[config.mk]
export PLATFORM = sky130hd
export DESIGN_NAME = periodic_task_timer_table_top
export DESIGN_NICKNAME = d
export VERILOG_FILES = /design/src/design/ptt_pkg.sv /design/src/design/ptt_mem.sv /design/src/design/ptt_conv.sv /design/src/design/periodic_task_timer_table_top.sv
export SDC_FILE = /design/constraint.sdc
export NUM_CORES = 1
export LEC_CHECK = 0
export BUFFER_PORTS_ARGS = -buffer_cell sky130_fd_sc_hd__buf_2
export CELL_PAD_IN_SITES_DETAIL_PLACEMENT = 2
export CELL_PAD_IN_SITES_GLOBAL_PLACEMENT = 2
export CORE_MARGIN = 4
export CORE_UTILIZATION = 38
export DETAILED_ROUTE_END_ITERATION = 8
export PLACE_DENSITY = 0.67
export SLEW_MARGIN = 20
export SYNTH_ARGS = -nofsm -noshare
export SYNTH_HDL_FRONTEND = slang
export SYNTH_HIERARCHICAL = 1
export SYNTH_SLANG_ARGS = --single-unit
[constraint.sdc]
create_clock -name clk -period 7.7 [get_ports clk]
set_input_delay 1.54 -clock clk [delete_from_list [all_inputs] [get_ports clk]]
set_output_delay 1.54 -clock clk [all_outputs]
set_load 0.01 [all_outputs]
[src/design/ptt_pkg.sv]
// Package for the periodic task timer table.
// Holds operation and result codes, the table entry type and the divide-by-ten constants.
// No dependencies.
package ptt_pkg;

    localparam logic [1:0] OP_ADD      = 2'd0;
    localparam logic [1:0] OP_TICK     = 2'd1;
    localparam logic [1:0] OP_DISPATCH = 2'd2;

    localparam logic [1:0] KIND_ADDED    = 2'd0;
    localparam logic [1:0] KIND_REJECTED = 2'd1;
    localparam logic [1:0] KIND_RUN      = 2'd2;
    localparam logic [1:0] KIND_NONE     = 2'd3;

    // x / 10 == (x * 52429) >> 19 for every 16-bit x
    localparam logic [15:0] RECIP10     = 16'd52429;
    localparam int          DIV10_SHIFT = 19;
    localparam logic [7:0]  PENDING_MAX = 8'hFF;

    typedef struct packed {
        logic [15:0] handle;
        logic [15:0] ticks;
        logic [15:0] period;
        logic [7:0]  pending;
    } entry_t;

endpackage

[src/design/ptt_mem.sv]
// Slot table memory: one write port, one read port, registered read data.
// Depends on ptt_pkg for the entry type.
module ptt_mem
    import ptt_pkg::*;
#(
    parameter int DEPTH  = 8,
    parameter int ADDR_W = 3
)
(
    input  logic              clk,
    input  logic              rd_en,
    input  logic [ADDR_W-1:0] rd_addr,
    output entry_t            rd_data,
    input  logic              wr_en,
    input  logic [ADDR_W-1:0] wr_addr,
    input  entry_t            wr_data
);

    entry_t mem [DEPTH];
    entry_t rd_data_reg;

    always_ff @(posedge clk)
    begin
        if (wr_en)
        begin
            mem[wr_addr] <= wr_data;
        end
        if (rd_en)
        begin
            rd_data_reg <= mem[rd_addr];
        end
    end

    assign rd_data = rd_data_reg;

endmodule

[src/design/ptt_conv.sv]
// Millisecond to tick conversion, (ms / 10) + 1, with a registered product.
// Depends on ptt_pkg for the reciprocal constants.
module ptt_conv
    import ptt_pkg::*;
(
    input  logic        clk,
    input  logic [15:0] delay_ms,
    input  logic [15:0] repeat_ms,
    output logic [15:0] delay_ticks,
    output logic [15:0] period_ticks
);

    logic [31:0] delay_prod_reg;
    logic [31:0] delay_prod_next;
    logic [31:0] period_prod_reg;
    logic [31:0] period_prod_next;

    assign delay_prod_next  = 32'(delay_ms) * 32'(RECIP10);
    assign period_prod_next = 32'(repeat_ms) * 32'(RECIP10);

    always_ff @(posedge clk)
    begin
        delay_prod_reg  <= delay_prod_next;
        period_prod_reg <= period_prod_next;
    end

    assign delay_ticks  = 16'(delay_prod_reg[31:DIV10_SHIFT]) + 16'd1;
    assign period_ticks = 16'(period_prod_reg[31:DIV10_SHIFT]) + 16'd1;

endmodule

[src/design/periodic_task_timer_table_top.sv]
// Periodic task timer table: an add passes the ST_ADD state (busy) and then the result register,
// while a reject or a nothing-ready result shows in the cycle after start. Tick and dispatch walk
// the table memory one slot per cycle while busy; a dispatch result passes the memory read
// register and then the result register. The single read/write port pair of the slot memory
// sets the walk rate. Reset clears the control registers and the occupancy and ready bits;
// the memory needs no clearing pass. Results show for one cycle on valid; the receiver cannot stall.
module periodic_task_timer_table_top
    import ptt_pkg::*;
#(
    parameter int SLOT_COUNT = 8
)
(
    input  logic        clk,
    input  logic        rst_n,
    input  logic        start,
    output logic        busy,
    input  logic [1:0]  operation,
    input  logic [15:0] task_handle,
    input  logic [15:0] delay_ms,
    input  logic [15:0] repeat_ms,
    output logic        valid,
    output logic [1:0]  kind,
    output logic [15:0] task_handle_out,
    output logic [2:0]  slot,
    output logic        last
);

    localparam int SLOT_W = (SLOT_COUNT > 1) ? $clog2(SLOT_COUNT) : 1;
    localparam int CNT_W  = SLOT_W + 1;

    typedef enum logic [1:0] {ST_IDLE, ST_ADD, ST_WALK} state_t;

    state_t             state_reg, state_next;
    logic [SLOT_COUNT-1:0] used_reg, used_next;
    logic [SLOT_COUNT-1:0] ready_reg, ready_next;
    logic [CNT_W-1:0]   rd_cnt_reg, rd_cnt_next;
    logic               wb_valid_reg, wb_valid_next;
    logic [SLOT_W-1:0]  wb_idx_reg, wb_idx_next;
    logic               is_disp_reg, is_disp_next;
    logic [SLOT_W-1:0]  add_idx_reg, add_idx_next;
    logic [15:0]        add_handle_reg, add_handle_next;
    logic               valid_reg, valid_next;
    logic [1:0]         kind_reg, kind_next;
    logic [15:0]        handle_out_reg, handle_out_next;
    logic [2:0]         slot_reg, slot_next;
    logic               last_reg, last_next;

    logic               any_free;
    logic [SLOT_W-1:0]  free_idx;
    logic [SLOT_COUNT-1:0] above_mask;
    logic [SLOT_W-1:0]  rd_idx;
    logic [SLOT_W+2:0]  add_slot_ext;
    logic [SLOT_W+2:0]  wb_slot_ext;
    logic [15:0]        ticks_dec;
    logic [7:0]         pend_new;

    logic               mem_rd_en;
    entry_t             mem_rd_data;
    logic               mem_wr_en;
    logic [SLOT_W-1:0]  mem_wr_addr;
    entry_t             mem_wr_data;
    logic [15:0]        delay_ticks;
    logic [15:0]        period_ticks;

    ptt_mem #(
        .DEPTH  (SLOT_COUNT),
        .ADDR_W (SLOT_W)
    ) u_mem (
        .clk     (clk),
        .rd_en   (mem_rd_en),
        .rd_addr (rd_idx),
        .rd_data (mem_rd_data),
        .wr_en   (mem_wr_en),
        .wr_addr (mem_wr_addr),
        .wr_data (mem_wr_data)
    );

    ptt_conv u_conv (
        .clk          (clk),
        .delay_ms     (delay_ms),
        .repeat_ms    (repeat_ms),
        .delay_ticks  (delay_ticks),
        .period_ticks (period_ticks)
    );

    always_comb
    begin
        any_free = 1'b0;
        free_idx = '0;
        for (int i = SLOT_COUNT - 1; i >= 0; i--)
        begin
            if (!used_reg[i])
            begin
                any_free = 1'b1;
                free_idx = SLOT_W'(i);
            end
        end
    end

    always_comb
    begin
        for (int j = 0; j < SLOT_COUNT; j++)
        begin
            above_mask[j] = CNT_W'(j) > {1'b0, wb_idx_reg};
        end
    end

    assign rd_idx       = rd_cnt_reg[SLOT_W-1:0];
    assign add_slot_ext = {3'b000, add_idx_reg};
    assign wb_slot_ext  = {3'b000, wb_idx_reg};
    assign ticks_dec    = mem_rd_data.ticks - 16'd1;

    always_comb
    begin
        state_next      = state_reg;
        used_next       = used_reg;
        ready_next      = ready_reg;
        rd_cnt_next     = rd_cnt_reg;
        wb_valid_next   = 1'b0;
        wb_idx_next     = wb_idx_reg;
        is_disp_next    = is_disp_reg;
        add_idx_next    = add_idx_reg;
        add_handle_next = add_handle_reg;
        valid_next      = 1'b0;
        kind_next       = kind_reg;
        handle_out_next = handle_out_reg;
        slot_next       = slot_reg;
        last_next       = last_reg;
        mem_rd_en       = 1'b0;
        mem_wr_en       = 1'b0;
        mem_wr_addr     = wb_idx_reg;
        mem_wr_data     = mem_rd_data;
        pend_new        = mem_rd_data.pending;

        unique case (state_reg)
            ST_IDLE:
            begin
                if (start)
                begin
                    case (operation)
                        OP_ADD:
                        begin
                            if (any_free)
                            begin
                                add_idx_next    = free_idx;
                                add_handle_next = task_handle;
                                state_next      = ST_ADD;
                            end
                            else
                            begin
                                valid_next      = 1'b1;
                                kind_next       = KIND_REJECTED;
                                handle_out_next = task_handle;
                                slot_next       = 3'd0;
                                last_next       = 1'b1;
                            end
                        end
                        OP_TICK:
                        begin
                            is_disp_next = 1'b0;
                            rd_cnt_next  = '0;
                            state_next   = ST_WALK;
                        end
                        OP_DISPATCH:
                        begin
                            if ((used_reg & ready_reg) == '0)
                            begin
                                valid_next      = 1'b1;
                                kind_next       = KIND_NONE;
                                handle_out_next = 16'd0;
                                slot_next       = 3'd0;
                                last_next       = 1'b1;
                            end
                            else
                            begin
                                is_disp_next = 1'b1;
                                rd_cnt_next  = '0;
                                state_next   = ST_WALK;
                            end
                        end
                        default:
                        begin
                        end
                    endcase
                end
            end

            ST_ADD:
            begin
                mem_wr_en             = 1'b1;
                mem_wr_addr           = add_idx_reg;
                mem_wr_data.handle    = add_handle_reg;
                mem_wr_data.ticks     = delay_ticks;
                mem_wr_data.period    = period_ticks;
                mem_wr_data.pending   = 8'd0;
                used_next[add_idx_reg]  = 1'b1;
                ready_next[add_idx_reg] = 1'b0;
                valid_next            = 1'b1;
                kind_next             = KIND_ADDED;
                handle_out_next       = add_handle_reg;
                slot_next             = add_slot_ext[2:0];
                last_next             = 1'b1;
                state_next            = ST_IDLE;
            end

            ST_WALK:
            begin
                // issue the read of the next slot
                if (rd_cnt_reg == CNT_W'(SLOT_COUNT))
                begin
                    state_next = ST_IDLE;
                end
                else
                begin
                    mem_rd_en     = used_reg[rd_idx] && (!is_disp_reg || ready_reg[rd_idx]);
                    wb_valid_next = mem_rd_en;
                    wb_idx_next   = rd_idx;
                    rd_cnt_next   = rd_cnt_reg + CNT_W'(1);
                end

                // modify and write back the slot read last cycle
                if (wb_valid_reg)
                begin
                    mem_wr_en = 1'b1;
                    if (is_disp_reg)
                    begin
                        pend_new        = mem_rd_data.pending - 8'd1;
                        valid_next      = 1'b1;
                        kind_next       = KIND_RUN;
                        handle_out_next = mem_rd_data.handle;
                        slot_next       = wb_slot_ext[2:0];
                        last_next       = (used_reg & ready_reg & above_mask) == '0;
                    end
                    else if (ticks_dec == 16'd0)
                    begin
                        if (mem_rd_data.pending != PENDING_MAX)
                        begin
                            pend_new = mem_rd_data.pending + 8'd1;
                        end
                        mem_wr_data.ticks = mem_rd_data.period;
                    end
                    else
                    begin
                        mem_wr_data.ticks = ticks_dec;
                    end
                    mem_wr_data.pending    = pend_new;
                    ready_next[wb_idx_reg] = pend_new != 8'd0;
                end
            end

            default:
            begin
                state_next = ST_IDLE;
            end
        endcase
    end

    always_ff @(posedge clk or negedge rst_n)
    begin
        if (!rst_n)
        begin
            state_reg      <= ST_IDLE;
            used_reg       <= '0;
            ready_reg      <= '0;
            rd_cnt_reg     <= '0;
            wb_valid_reg   <= 1'b0;
            wb_idx_reg     <= '0;
            is_disp_reg    <= 1'b0;
            add_idx_reg    <= '0;
            add_handle_reg <= '0;
            valid_reg      <= 1'b0;
            kind_reg       <= KIND_ADDED;
            handle_out_reg <= '0;
            slot_reg       <= '0;
            last_reg       <= 1'b0;
        end
        else
        begin
            state_reg      <= state_next;
            used_reg       <= used_next;
            ready_reg      <= ready_next;
            rd_cnt_reg     <= rd_cnt_next;
            wb_valid_reg   <= wb_valid_next;
            wb_idx_reg     <= wb_idx_next;
            is_disp_reg    <= is_disp_next;
            add_idx_reg    <= add_idx_next;
            add_handle_reg <= add_handle_next;
            valid_reg      <= valid_next;
            kind_reg       <= kind_next;
            handle_out_reg <= handle_out_next;
            slot_reg       <= slot_next;
            last_reg       <= last_next;
        end
    end

    assign busy            = state_reg != ST_IDLE;
    assign valid           = valid_reg;
    assign kind            = kind_reg;
    assign task_handle_out = handle_out_reg;
    assign slot            = slot_reg;
    assign last            = last_reg;

endmodule

==> flow_summary.ini, run 1 <==
[placement]
io_buffers = 76
post-place-ws_ns = 0.591
routabilityCongestion = 0.850
placed_area_um2 = 36200
dp_hpwl_mm = 65.8

[layout]
final_area_um2 = 38400
finalNetCount = 3089
nFillCells = 8885
largest_reg_flops = 448
final_util_pct = 42.6
antenna_cells = 0
layout_common_cells = edfxtp_1, inv_1, ha_1
final_layout_size_suffix_gt1_share_pct = 17.7
area_growth_pct = 11.3
final_common_cell = edfxtp_1

[setup_path]
critical_path_required_ns = 8.19
path_class = input port to register
cp-startpoint = repeat_ms[4]
worstSetupStartpointType = input port
cp-end-kind = register
arrival_ns = 6.96
crit_fanout = 6
r2r-start = u_mem/rd_data[24]

[cts]
cts_tree = yes
cts_resized = 0
cts.path.max_buffers = 3
cts-buffers-inserted = 60
cts_setup_buffers = 0
clk_pin_slew_ns = 0.06
cts_root_buf = clkbuf_16
cts-htree-levels = 2
clock_latency_ns = 0.62
clock_sinks = 599
cts_hold_buf = 0

[sta]
rsz0062_at_grt = false
period_needed_ns = 6.46
hold_violations = 0
timing.setup.tns_ns = 0
final_max_slew_viol_count = 0
tightest_slew_ns = 1.10
fin_skew_ns = 0.0240
setup_viol = 0
fin_crit_sh_pct = 83.9
slew_headroom_pct = 26.3
fin_ws_ns = 1.24
max_freq_mhz = 155

[min_path]
hp-class = register to register
min_from = task_handle_out[7]

[routing]
vias = 20800
firstDrtPassIters = 5
vias_per_cell = 5.43
wl_mm = 95.8
routedWlPerCell_um = 25.0
postRouteAntennaNets = 0
drc = 0
first_iter_violations = 1125

[status]
status = finished, final reports clean

[yosys]
async_flop_share_pct = 11.5
synth_area_leaders = edfxtp_1, ha_1, fa_1
synthFlopType = edfxtp_1
netlist_instances = 2523
synth_seq_cells = 599
synth_area_leader_cell = edfxtp_1
avgSynthCellArea_um2 = 13.7
synth_area_um2 = 34500
synth_edf_count = 504
yosysUniqueCellTypes = 82
ys_seq_area_share_pct = 50.4
yosysWarnings = 6
synth_top_area_share_pct = 43.9

[pwr]
power_leakage_nw = 15.0
p_clk_share_pct = 19.7
p_per_area_nw_per_um2 = 406
p_switching_w = 0.00632
pwr-share-comb_pct = 48.2
pwr-share-seq_pct = 32.1
p_total_w = 0.0156
p_sw_share_pct = 40.5
ir_worst_vdd_uv = 290
internal_power_w = 0.00928

[grt]
grt_pass1_wl_mm = 148
grt_pass1_vias = 23900
antenna_found_initial = 0
gr-total-overflow = 0
grt_use_total_pct = 20.2
grt_start_max_net_pins = 70

[floorplan]
core_um2 = 90000
boundaryPins = 77
initial_core_util_pct = 38.3
row_count = 110
die-area_um2 = 95600
die_height_um = 309
die_x_um = 309

[run]
maxCapViolations = 0
## per-layer routing
metal / track usage, % / vias up / part of all wire [%]
met2: 37.5 / 331 / 53
met1: 25.4 / 11100 / 42
met5: 0 / - / 0
met3: 1.97 / 109 / 2.9
li1: - / 9309 / -
met4: 4.73 / 0 / 2.2
## synthesized netlist by cell type, drive strengths merged, types with 31 or more instances
cell type  count
edfxtp       504
inv          365
ha           276
fa           158
nand2        138
mux4         116
mux2         109
a21oi        107
o21ai         95
dfrtp         69
nor2          68
clkbuf        63
xnor2         42
nand3         41
xor2          32
a21o          31
buf           31
## area by class of cell
class	instances	area, µm²	area share (%)
inverter	365	1370	3.57
clock inverter	28	300	0.783
tap	1176	1470	3.83
sequential	599	17400	45.3
multi-input combinational	1468	15400	40.1
clock buffer	84	1800	4.69
timing repair buffer	108	663	1.73
## path summary, 6_finish.rpt
check,end,slack (ns),cells past startpoint
max,u_conv/period_prod_reg[28],1.24,20
min,task_handle_out[7],0.48,2
max reg2reg,u_mem/mem[3][27],2.63,12
min reg2reg,task_handle_out[7],0.48,2
max in group asynchronous,add_handle_reg[4],6.24,2
min in group asynchronous,ready_reg[5],0.85,1
## critical path, stage by stage
cell	delay, ns
buf_2	0.15
ha_1	0.40
xor2_1	0.18
ha_1	0.31
fa_1	0.54
inv_1	0.05
fa_1	0.54
inv_1	0.06
fa_1	0.54
inv_1	0.06
fa_1	0.54
inv_1	0.05
ha_1	0.37
a21oi_1	0.28
o211ai_1	0.13
a31oi_1	0.16
a32oi_1	0.17
a311oi_1	0.49
o21ai_0	0.21
xor2_1	0.18
## per-stage QoR
| step | hold slack (ns) | cells |
|---|---|---|
| final | 0.483 | 3828 |
| after global routing | 0.518 | 3828 |
| after CTS | 0.487 | 3826 |
| after detailed placement | 0.474 | 3714 |
| after global placement | 0.457 | 3714 |
| after floorplan | 0.494 | 2526 |
## logic make-up after synthesis
logic type,count (synthesis),synth area share [%]
buffers and inverters,459,5.30
muxes,232,11.3
and+or+nand+nor,346,4.78
xor gates and xnor gates,74,1.90
other,1,0.0109
AOI/OAI and AO/OA,378,7.08
DFF,599,50.4
adders and majority gates,434,19.2
## power groups by stage
stage                     Clock, W  Combinational (W)  Sequential [W]
after floorplan                  0            0.00540         0.00483
after global placement           0            0.00717         0.00507
after detailed placement         0            0.00752         0.00511
after CTS                  0.00315            0.00761         0.00505
after global routing       0.00329            0.00846         0.00507
final                      0.00307            0.00752         0.00500
No activity file was read; power rests on OpenSTA's default activity.
==> run 2, diff against run 1 <==
- PLACE_DENSITY: 0.67 -> 0.7
- clock period: 7.7 -> 5.9 ns (I/O delays scaled with it)
==> run 2 against run 1 <==
Net effect:
- largest cell class unchanged
- non-clock buffer count is 146 higher
- cell count rose by 3.8%
- global-route usage is 0.48 points higher
- sequential cell count unchanged
- worst hold slack worse by 0.0047 ns
- largest power group unchanged
- combinational power grew 46%
- critical path depth did not move
- die area unchanged
==> flow_summary.ini, run 2 (synthesis gave the netlist of run 1 again) <==
[setup_path]
r2r_cells = 11
r2r_end = u_mem/mem[7][25]
ff2ff_setup_slack_ns = 1.05
cp-startpoint = repeat_ms[7]
r2r-start = u_mem/rd_data[25]
worstSetupStartpointType = input port
cp-end-kind = register
path_class = input port to register
arrival_ns = 6.20
crit_fanout = 4
critical_path_required_ns = 6.39

[routing]
first_iter_violations = 1145
routedWlPerCell_um = 24.7
drc = 0
firstDrtPassIters = 5
postRouteAntennaNets = 0
vias_per_cell = 5.46
vias = 21700
wl_mm = 98.0

[cts]
clk_pin_slew_ns = 0.06
cts-htree-levels = 2
clock_latency_ns = 0.64
cts-buffers-inserted = 60
cts_root_buf = clkbuf_16
cts_tree = yes
clock_sinks = 599
cts.path.max_buffers = 3

[pwr]
p_sw_share_pct = 39.9
ir_worst_vdd_uv = 263
power_leakage_nw = 15.7
p_switching_w = 0.00858
p_clk_share_pct = 18.2
internal_power_w = 0.0129
p_total_w = 0.0215
pwr-share-seq_pct = 30.7
p_per_area_nw_per_um2 = 546
pwr-share-comb_pct = 51.1

[floorplan]
die-area_um2 = 95600
boundaryPins = 77
initial_core_util_pct = 38.3
core_um2 = 90000
die_height_um = 309
row_count = 110
die_x_um = 309

[placement]
post-place-ws_ns = -0.490
dp_hpwl_mm = 68.3
placed_area_um2 = 37400
place_inst = 3862
routabilityCongestion = 0.868
io_buffers = 76

[sta]
max_freq_mhz = 175
hold_slack_ns = 0.479
fin_ws_ns = 0.186
fin_crit_sh_pct = 96.8
slew_headroom_pct = 32.8
tightest_slew_ns = 0.992
final_max_slew_viol_count = 0
hold_violations = 0
period_needed_ns = 5.71
fin_skew_ns = 0.0394
setup_viol = 0

[grt]
grt_use_total_pct = 20.7
grt_pass1_wl_mm = 152
antenna_found_initial = 0
gr-total-overflow = 0
grt_start_max_net_pins = 70
grt_pass1_vias = 25000

[min_path]
hp-class = register to register
holdPathEnd = slot[1]
min_path_cells = 2
min_from = slot[1]

[run]
maxCapViolations = 0

[layout]
nFillCells = 8916
final_area_um2 = 39400
antenna_cells = 0
layout_common_cells = edfxtp_1, inv_1, ha_1
fin_cells = 3974
finalNetCount = 3235
largest_reg_flops = 448
area_growth_pct = 14.4
final_common_cell = edfxtp_1
final_layout_size_suffix_gt1_share_pct = 21.8

[status]
status = finished, final reports clean
==> run 2: changes by cell type in the layout (fill, tap and decap cells not counted), moves of 2 or more <==
cell	change
buf_4	+142
clkinv_1	+12
clkbuf_8	-8
buf_12	+6
clkbuf_16	-6
bufinv_16	+4
buf_16	-2
clkbuf_1	-2
inv_6	+2
nor3_2	-2
nor3_4	+2
==> run 2: per-layer routing <==
metal / vias up / wire, µm / track usage [%]
met2: 415 / 51300 / 37.8
met3: 140 / 2680 / 1.82
met4: 0 / 2970 / 6.38
met1: 11600 / 41000 / 26.1
met5: - / 0 / 0
li1: 9602 / - / -
==> run 2: worst max-delay path by stage <==
stage	depth (start not counted)	end
after floorplan	19	u_conv/period_prod_reg[28]
after global placement	19	u_conv/period_prod_reg[28]
after detailed placement	20	u_conv/period_prod_reg[28]
after CTS	20	u_conv/period_prod_reg[28]
after global routing	20	u_conv/period_prod_reg[26]
final	20	u_conv/period_prod_reg[28]
==> run 2: power groups by stage <==
stage | clock (W) | combinational, W | sequential, W
after floorplan | 0 | 0.00709 | 0.00628
final | 0.00392 | 0.0110 | 0.00660
after global routing | 0.00421 | 0.0123 | 0.00669
after global placement | 0 | 0.0104 | 0.00663
after detailed placement | 0 | 0.0110 | 0.00669
after CTS | 0.00404 | 0.0112 | 0.00661
==> run 2: cell type report <==
class	count	area (µm²)	share of cell area [%]
Sequential cell	599	17400	44.1
Multi-Input combinational cell	1468	15400	39.1
Timing Repair Buffer	254	1790	4.55
Clock buffer	68	1530	3.88
Tap cell	1176	1470	3.73
Inverter	365	1370	3.47
Clock inverter	44	472	1.20
==> run 2: timing repair <==
item,4_1_cts,5_1_grt
resized for setup,0,2
buffers inserted,0,0
hold buffers,0,0
hold endpoints to repair,0,0
setup endpoints to repair,0,4
==> run 2: per-stage QoR <==
step            TNS [ns]  utilization [%]
6_report               0             43.8
5_1_grt        -0.000299             43.8
4_1_cts                0             43.8
3_5_place_dp       -5.79             41.6
3_3_place_gp       -2.91             41.6
2_1_floorplan          0                -
==> run 2: worst max-delay path, cell delays in order <==
cell	delay, ns
buf_2	0.11
buf_4	0.13
ha_1	0.30
inv_1	0.07
fa_1	0.54
inv_1	0.06
fa_1	0.51
fa_1	0.52
fa_1	0.55
inv_1	0.06
fa_1	0.53
inv_1	0.04
ha_1	0.34
nand2_1	0.12
o211ai_1	0.10
a31oi_1	0.19
a32oi_2	0.18
a311oi_2	0.35
o21ai_0	0.16
xor2_1	0.16
==> run 3, diff against run 2 <==
- PLACE_DENSITY: 0.7 -> 0.71
==> run 3 against run 2 <==
Net effect:
- power increased by 1.5%
- first-iteration DRC count up 3.7%
- clock power increased by 3%
- maximum frequency fell by 0.51%
- worst hold slack better by 0.00086 ns
- design area rose by 0.46%
- register-to-register slack worse by 0.27 ns
- core utilization grew 0.20 points
- sequential cell count unchanged
- via count decreased by 0.62%
- wire length grew 1.2%
- critical path type unchanged
- critical endpoint is now u_conv/period_prod_reg[29]
- largest cell class unchanged
- largest power group unchanged
==> flow_summary.ini, run 3 (synthesis gave the netlist of run 1 again) <==
[routing]
vias = 21600
drc = 0
wl_mm = 99.2
vias_per_cell = 5.41
first_iter_violations = 1187
postRouteAntennaNets = 0
firstDrtPassIters = 5
routedWlPerCell_um = 24.9

[min_path]
min_path_cells = 2
hp-class = register to register

[layout]
final_common_cell = edfxtp_1
area_growth_pct = 14.9
fin_cells = 3988
nFillCells = 8955
finalNetCount = 3248
layout_common_cells = edfxtp_1, inv_1, ha_1
final_layout_size_suffix_gt1_share_pct = 22.2
antenna_cells = 0
largest_reg_flops = 448

[sta]
period_needed_ns = 5.74
hold_slack_ns = 0.479
slew_headroom_pct = 23.6
fin_skew_ns = 0.0275
fin_ws_ns = 0.157
final_max_slew_viol_count = 0
fin_crit_sh_pct = 97.3
timing.setup.tns_ns = 0
max_freq_mhz = 174
hold_violations = 0
setup_viol = 0
tightest_slew_ns = 1.15

[cts]
clk_pin_slew_ns = 0.06
cts.path.max_buffers = 3
clock_sinks = 599
cts_tree = yes
cts-htree-levels = 3
cts_hold_buf = 0
clock_latency_ns = 0.61
cts-buffers-inserted = 66
cts_root_buf = clkbuf_16

[placement]
dp_hpwl_mm = 69.9
post-place-ws_ns = -0.572
routabilityCongestion = 0.860
io_buffers = 76
place_inst = 3866

[grt]
grt_start_max_net_pins = 93
grt_use_total_pct = 21.0
grt_pass1_vias = 25000
antenna_found_initial = 0
grt_pass1_wl_mm = 154
gr-total-overflow = 0

[pwr]
ir_worst_vdd_uv = 341
p_per_area_nw_per_um2 = 551
power_leakage_nw = 15.8

[setup_path]
crit_fanout = 4
cp-end-kind = register
worstSetupStartpointType = input port
arrival_ns = 6.24
r2r_cells = 11
path_class = input port to register
critical_path_required_ns = 6.39

[floorplan]
boundaryPins = 77
core_um2 = 90000
die-area_um2 = 95600
initial_core_util_pct = 38.3
die_height_um = 309
die_x_um = 309
row_count = 110

[run]
maxCapViolations = 0

[status]
status = finished, final reports clean
-- run 3: changes by cell type in the layout (fill, tap and decap cells not counted), moves of 3 or more --
cell / previous run / this run
clkinv_1: 13 / 7
clkbuf_1: 8 / 19
clkinvlp_4: 5 / 2
clkbuf_16: 60 / 68
buf_4: 173 / 180
clkbuf_8: 0 / 3
bufinv_16: 9 / 4
-- run 3: worst paths after layout --
| path | from | endpoint | slack [ns] |
|---|---|---|---|
| setup / recovery | repeat_ms[1] | u_conv/period_prod_reg[29] | 0.16 |
| hold reg to reg | kind[0] | kind[0] | 0.48 |
| max in group asynchronous | rst_n | rd_cnt_reg[2] | 4.44 |
| hold / removal | kind[0] | kind[0] | 0.48 |
| setup reg to reg | u_mem/rd_data[25] | u_mem/mem[5][25] | 0.78 |
| min in group asynchronous | rst_n | rd_cnt_reg[0] | 0.73 |
-- run 3: repair_timing --
item | in CTS | in global routing
resized for setup | 0 | 9
setup buffers | 0 | 2
endpoints found under the hold margin | 0 | 0
endpoints found under the setup margin | 0 | 7
-- run 3: metal layers --
layer	up-vias	share of wire, %	track usage, %
li1	9625	-	-
met1	11400	42	25.8
met2	408	53	39.4
met3	122	2.8	1.88
met4	0	2.3	5.62
met5	-	0	0
-- run 3: through the flow --
step,total power (W),utilization [%],area (µm²)
6_report,0.0218,44.0,39600
5_1_grt,0.0235,44.0,39600
4_1_cts,0.0220,43.9,39500
3_5_place_dp,0.0179,41.6,37400
3_3_place_gp,0.0170,41.6,37400
2_1_floorplan,0.0134,-,34500
-- run 3: critical path, cell delays in order --
cell      delay, ns
buf_2          0.13
ha_1           0.34
xor2_1         0.16
ha_1           0.32
fa_1           0.52
fa_1           0.52
fa_1           0.55
inv_1          0.05
fa_1           0.55
inv_1          0.05
ha_1           0.30
a21o_1         0.18
a21o_1         0.19
a21oi_2        0.24
nor2_1         0.10
o31a_1         0.34
buf_4          0.15
buf_4          0.12
a211oi_1       0.24
-- run 3: power by group --
| part | total (W) | leakage [nW] | internal, W | switching (W) |
|---|---|---|---|---|
| combinational | 0.0112 | 9.10 | 0.00484 | 0.00641 |
| sequential | 0.00656 | 5.65 | 0.00591 | 0.000650 |
| clock | 0.00402 | 1.02 | 0.00234 | 0.00168 |
-- run 3: layout make-up --
type                       instances  area, µm²  share of cell area, %
clock inverter                    29        283                  0.714
tap                             1176       1470                   3.71
inverter                         365       1370                   3.46
multi-input combinational       1468      15400                   39.0
timing repair buffer             261       1850                   4.68
clock buffer                      90       1810                   4.58
sequential                       599      17400                   43.9
